<file path="src/rtl/core/nfpq_pkg.sv">
// ----------------------------------------------------------------------------
// nfpq_pkg
// Shared types and constants of the nearest and farthest point query unit.
// ----------------------------------------------------------------------------
package nfpq_pkg;

  // Default depth of the point store.
  localparam int MAX_POINTS_DEF = 256;

  // Width of one two's complement coordinate.
  localparam int COORD_BITS = 16;

  // Width of a signed coordinate difference.
  localparam int DIFF_BITS  = COORD_BITS + 1;

  // Width of one squared axis distance.
  localparam int SQ_BITS    = 2 * COORD_BITS;

  // Width of a squared Euclidean distance.
  localparam int DIST_BITS  = SQ_BITS + 1;

  typedef logic signed [COORD_BITS-1:0] coord_t;
  typedef logic        [COORD_BITS-1:0] absdiff_t;
  typedef logic        [SQ_BITS-1:0]    sq_t;
  typedef logic        [DIST_BITS-1:0]  dist_t;

  // Operation codes. Code 3 has no meaning: it changes nothing and yields a zero result.
  typedef enum logic [1:0] {
    OP_CLEAR = 2'd0,
    OP_ADD   = 2'd1,
    OP_QUERY = 2'd2
  } op_t;

  // Commands from the controller to the datapath.
  typedef struct packed {
    logic capture;   // latch the query point and reset the best trackers
    logic rd_en;     // read one stored point into the distance pipeline
    logic load_out;  // apply the operation and load the result register
    op_t  op;        // operation of the beat being finished
  } cmd_t;

  // Status from the datapath to the controller.
  typedef struct packed {
    logic pipe_busy;  // a point is still in the distance pipeline
  } status_t;

endpackage

</file>
<file path="src/rtl/core/nfpq_ctrl.sv">
// ----------------------------------------------------------------------------
// nfpq_ctrl
// Controller: sequences input beats, the scan over stored points and results.
// ----------------------------------------------------------------------------
module nfpq_ctrl #(
  parameter int MAX_POINTS = nfpq_pkg::MAX_POINTS_DEF,
  localparam int CNT_W = $clog2(MAX_POINTS + 1),
  localparam int IDX_W = (MAX_POINTS > 1) ? $clog2(MAX_POINTS) : 1
) (
  input  logic                 clk,
  input  logic                 rst,
  input  logic                 in_valid,
  output logic                 in_ready,
  input  logic [1:0]           operation,
  output logic                 out_valid,
  input  logic                 out_ready,
  input  nfpq_pkg::status_t    status,
  input  logic [CNT_W-1:0]     count,
  output nfpq_pkg::cmd_t       cmd,
  output logic [IDX_W-1:0]     rd_addr
);

  typedef enum logic [1:0] {
    ST_IDLE,
    ST_SCAN,
    ST_FINISH
  } state_t;

  state_t             state;
  nfpq_pkg::op_t      op;
  logic [CNT_W-1:0]   idx;
  logic               accept;
  logic               issue;
  logic               out_free;

  assign in_ready = (state == ST_IDLE);
  assign accept   = in_valid && in_ready;
  assign issue    = (state == ST_SCAN) && (idx < count);
  assign out_free = !out_valid || out_ready;

  assign rd_addr      = idx[IDX_W-1:0];
  assign cmd.capture  = accept;
  assign cmd.rd_en    = issue;
  assign cmd.load_out = (state == ST_FINISH) && out_free;
  assign cmd.op       = op;

  always_ff @(posedge clk) begin
    if (rst) begin
      state     <= ST_IDLE;
      op        <= nfpq_pkg::OP_CLEAR;
      idx       <= '0;
      out_valid <= 1'b0;
    end else begin
      if (cmd.load_out) begin
        out_valid <= 1'b1;
      end else if (out_ready) begin
        out_valid <= 1'b0;
      end
      unique case (state)
        ST_IDLE: begin
          if (accept) begin
            op  <= nfpq_pkg::op_t'(operation);
            idx <= '0;
            if (nfpq_pkg::op_t'(operation) == nfpq_pkg::OP_QUERY) begin
              state <= ST_SCAN;
            end else begin
              state <= ST_FINISH;
            end
          end
        end
        ST_SCAN: begin
          if (issue) begin
            idx <= idx + 1'b1;
          end else if (!status.pipe_busy) begin
            state <= ST_FINISH;
          end
        end
        ST_FINISH: begin
          if (out_free) begin
            state <= ST_IDLE;
          end
        end
        default: begin
          state <= ST_IDLE;
        end
      endcase
    end
  end

endmodule

</file>
<file path="config.mk">
export PLATFORM = sky130hd
export DESIGN_NAME = nfpq_ctrl
export DESIGN_NICKNAME = d
export VERILOG_FILES = /design/src/rtl/core/nfpq_pkg.sv /design/src/rtl/core/nfpq_ctrl.sv
export SDC_FILE = /design/constraint.sdc
export NUM_CORES = 1
export LEC_CHECK = 0
export ABC_AREA = 1
export BUFFER_PORTS_ARGS = -buffer_cell sky130_fd_sc_hd__buf_4
export CAP_MARGIN = 15
export CORE_UTILIZATION = 52
export DETAILED_ROUTE_END_ITERATION = 10
export PLACE_DENSITY_LB_ADDON = 0.15
export SETUP_SLACK_MARGIN = 0.2
export SYNTH_ARGS = -nofsm -noshare
export SYNTH_HDL_FRONTEND = slang
export SYNTH_SLANG_ARGS = --single-unit
</file>
<file path="constraint.sdc">
create_clock -name clk -period 2.74 [get_ports clk]
set_clock_uncertainty 0.2 [all_clocks]
set_input_delay 0.548 -clock clk [delete_from_list [all_inputs] [get_ports clk]]
set_output_delay 0.548 -clock clk [all_outputs]
set_load 0.03 [all_outputs]
</file>
# [Word-level counts from Yosys, hierarchy flattened]
# Cells that the tools add are included.
[totals] elab_cells=36 input_bits=16 register_bits=14
[op_classes] n_eq_ne=8 n_reduce_logical=11 muxes=11 n_lt_le_gt_ge=1 n_addsub=1
[ops] op="$mux W9" n=2
[ops] op="$pmux W9 S2" n=1
[ops] op="$mux W2" n=5
[ops] op="$add A9 B1 Y9 const B" n=1
[ops] op="$lt A9 B9 Y1" n=1
[ops] op="$ne A2 B2 Y1 const B" n=4
[ops] op="$pmux W2 S3" n=1
[ops] op="$eq A2 B2 Y1 const B" n=2
[ops] op="$reduce_and A4 Y1" n=1
[ops] op="$reduce_bool A2 Y1" n=2
[ops] op="$logic_and A1 B1 Y1" n=3
[ops] op="$reduce_and A3 Y1" n=1
[ops] op="$eq A2 B1 Y1 const B" n=1
[ops] op="$logic_not A2 Y1" n=1
[ops] op="$mux W1" n=2
[ops] op="$ne A2 B1 Y1 const B" n=1
[ops] op="$reduce_and A2 Y1" n=1
[ops] op="$logic_not A1 Y1" n=1
[ops] op="$logic_or A1 B1 Y1" n=1

# [Logic depth before layout (Yosys ltp)]
[logic_depth] depth_word=4 ltp_mapped=12 ltp_nobuf=12

# [Worst setup path before layout]
# OpenSTA, ideal clock, no wires.
[synth_path] path_kind="input to output" from="in count[8]" to="out cmd[3] (netlist bit)" arrival_time_ps=1632 setup_slack_ps=360 path_buffers=2 path_stages=9 path_cell_list="inv_1 ha_1 nand2_1 nor2_1 nand3_2 nand3_4 buf_6 inv_1 buf_4"
[synth_via] elab_chain_len=2
[synth_rtl] element="start: declaration" line_no="nfpq_ctrl.sv:18" source="input logic [CNT_W-1:0] count,"
[synth_rtl] element="$lt A9 B9 Y1" line_no="nfpq_ctrl.sv:38" source="assign issue = (state == ST_SCAN) && (idx < count);"
[synth_rtl] element="$logic_and A1 B1 Y1" line_no="nfpq_ctrl.sv:38"
[synth_rtl] element="end: declaration" line_no="nfpq_ctrl.sv:19" source="output nfpq_pkg::cmd_t cmd,"
# No other way between the ends.

==> impl_metrics.json <==
{
  "status": "completed",
  "arrival_ns": 1.68,
  "maxSlewViolCount": 0,
  "yosysSeqAreaShare_pct": 23.5,
  "hp-class": "reg -> reg",
  "synth-edff-count": 0,
  "multi_input_area_um2": 709,
  "fin_crit_sh_pct": 88.7,
  "endpoint_kind": "output port",
  "synth_top_cell_by_area": "dfxtp_1",
  "grt_pass1_vias": 1011,
  "critPathMaxFanout": 6,
  "grt-ovfl-total": 0,
  "cts_sinks": 14,
  "vias_per_cell": 4.94,
  "portBuffers": 30,
  "gp_congestion": 0.848,
  "max-slew-margin-rel_pct": 74.9,
  "grtUsageTotal_pct": 21.3,
  "synth_nets": 198,
  "die-area_um2": 2490,
  "grt_pass1_wl_um": 4080,
  "h-tree-depth": 1,
  "netlist.area_leader.share_pct": 23.5,
  "synth_area_leaders": "dfxtp_1, nand2_1, ha_1, nand3_2, inv_1",
  "ys.flop_type": "dfxtp_1",
  "timing.setup.critical_path_class": "reg -> out",
  "cts_buffers": 3,
  "cts_resized": 0,
  "ys_types": 26,
  "power.density_nw_per_um2": 385,
  "drive_gt1_share_pct": 33.8,
  "grt_antenna_before_repair": 0,
  "wl_per_cell_um": 10.8,
  "root_buffer": "clkbuf_4",
  "nets": 221,
  "synth_common_cells": "nand2_1, inv_1, nor2_1",
  "syn_area_um2": 1190,
  "core_um2": 2060,
  "ir_drop_uv": 360,
  "routed_wl_um": 2390,
  "antenna_left": 0,
  "placed_area_um2": 1360,
  "worst_slack_ns": 0.311,
  "cellLeakagePower_nw": 0.675,
  "rsz0062_at_grt": "false",
  "cap_violations": 0,
  "setup_viol": 0,
  "start_util_pct": 57.9,
  "fmax_mhz": 412,
  "syn_avg_cell_area_um2": 6.91,
  "dpl.hpwl_um": 1890,
  "required_ns": 1.99,
  "fin_total_pwr_uw": 538,
  "final_core_util_pct": 67.7,
  "row_count": 16,
  "route.detailed.drc": 0,
  "start_kind": "flop",
  "vias": 1096,
  "cts_tree": "yes",
  "clk_pin_slew_worst_paths_ns": 0.09,
  "antenna_cells": 0,
  "synth_most_common_cell": "nand2_1",
  "yosysWarnings": 0,
  "fin_crit_ns": 2.43,
  "area_growth_pct": 16.8,
  "grt_max_degree": 15,
  "die_w_um": 49.9,
  "ys_ff_latch": 14,
  "dp_slack_ns": 0.358,
  "nFillCells": 189,
  "die_h_um": 49.9,
  "seq_area_um2": 280,
  "io_pins": 31,
  "cts_setup_buffers": 0,
  "finalSetupTns_ns": 0,
  "synthArstFlopShare_pct": 0,
  "drtIter0Drc": 26,
  "worst_pin_slew_ns": 0.376,
  "cts_buffer_depth": 2,
  "hold_viol": 0,
  "clk_latency_ns": 0.28,
  "fin_area_um2": 1400,
  "synth_cells": 173,
  "dr.pass1.iters": 4,
  "holdBufCountCts": 0
}
==> logic make-up after synthesis <==
group,after synthesis,share of synthesized area (%)
buffers and inverters,40,17.2
XOR/XNOR,2,1.47
AO/OA/AOI/OAI,17,10.2
AND/OR/NAND/NOR,91,38.3
flip-flops,14,23.5
adder cells (fa/ha/maj),9,9.42
==> per-layer routing <==
| layer | vias up | track usage [%] | wire (um) |
|---|---|---|---|
| li1 | 578 | - | - |
| met1 | 487 | 23.8 | 1050 |
| met2 | 29 | 39.6 | 1210 |
| met3 | 2 | 5.56 | 114 |
| met4 | 0 | 4.76 | 21 |
| met5 | - | 0 | 0 |
==> cell type report <==
| class | instances | share of cell area, % |
|---|---|---|
| sequential | 14 | 20.1 |
| multi-input combinational | 119 | 50.9 |
| clock buffer | 4 | 2.60 |
| inverter | 27 | 7.35 |
| timing repair buffer | 31 | 16.7 |
| tap | 27 | 2.42 |
==> final timing paths <==
kind | from | endpoint | slack (ns) | cells past startpoint
hold reg to reg | op[1] | op[1] | 0.29 | 2
hold / removal | op[1] | op[1] | 0.29 | 2
setup reg to reg | idx[3] | idx[0] | 0.75 | 11
setup / recovery | idx[3] | cmd[3] | 0.31 | 9
==> registers in the layout (all words and copies together) (netlist names) <==
signal and cells:
idx 9, op 2, out_valid 1, state 2
==> worst max-delay path, stage by stage (launching register included) <==
cell	delay (ns)
dfxtp_1	0.51
ha_1	0.30
nand2_1	0.06
inv_1	0.05
nand2_1	0.06
nand2_1	0.05
nand2_1	0.10
nand3_4	0.07
inv_1	0.06
buf_4	0.15
==> power breakdown <==
part	internal (mW)	leakage, nW	switching (mW)
Sequential	0.213	0.114	0.00986
Clock	0.0809	0.0210	0.0704
Combinational	0.0607	0.540	0.102
Total	0.355	0.675	0.182
==> cell usage in the layout, fill, tap and decap left out, types with 2 or more instances in the layout <==
cell | Yosys | routed
nor2_1 | 20 | 20
a21oi_1 | 5 | 5
nand3b_1 | 2 | 2
buf_4 | 10 | 31
nand2_4 | 2 | 2
nor3_1 | 3 | 3
nand2_2 | 2 | 2
nand3_2 | 9 | 9
clkbuf_4 | 0 | 3
a21oi_2 | 9 | 9
o21ai_0 | 2 | 2
inv_1 | 22 | 22
ha_1 | 9 | 9
inv_2 | 4 | 4
nand3_1 | 4 | 4
nor2_2 | 2 | 2
nand2_1 | 44 | 44
dfxtp_1 | 14 | 14
==> through the flow <==
stage / hold slack, ns / std cells
6_report: 0.287 / 222
5_1_grt: 0.322 / 222
4_1_cts: 0.285 / 222
3_5_place_dp: 0.271 / 218
3_3_place_gp: 0.254 / 218
2_1_floorplan: 0.286 / 173
Note: power is estimated with default switching activity, not from simulation.
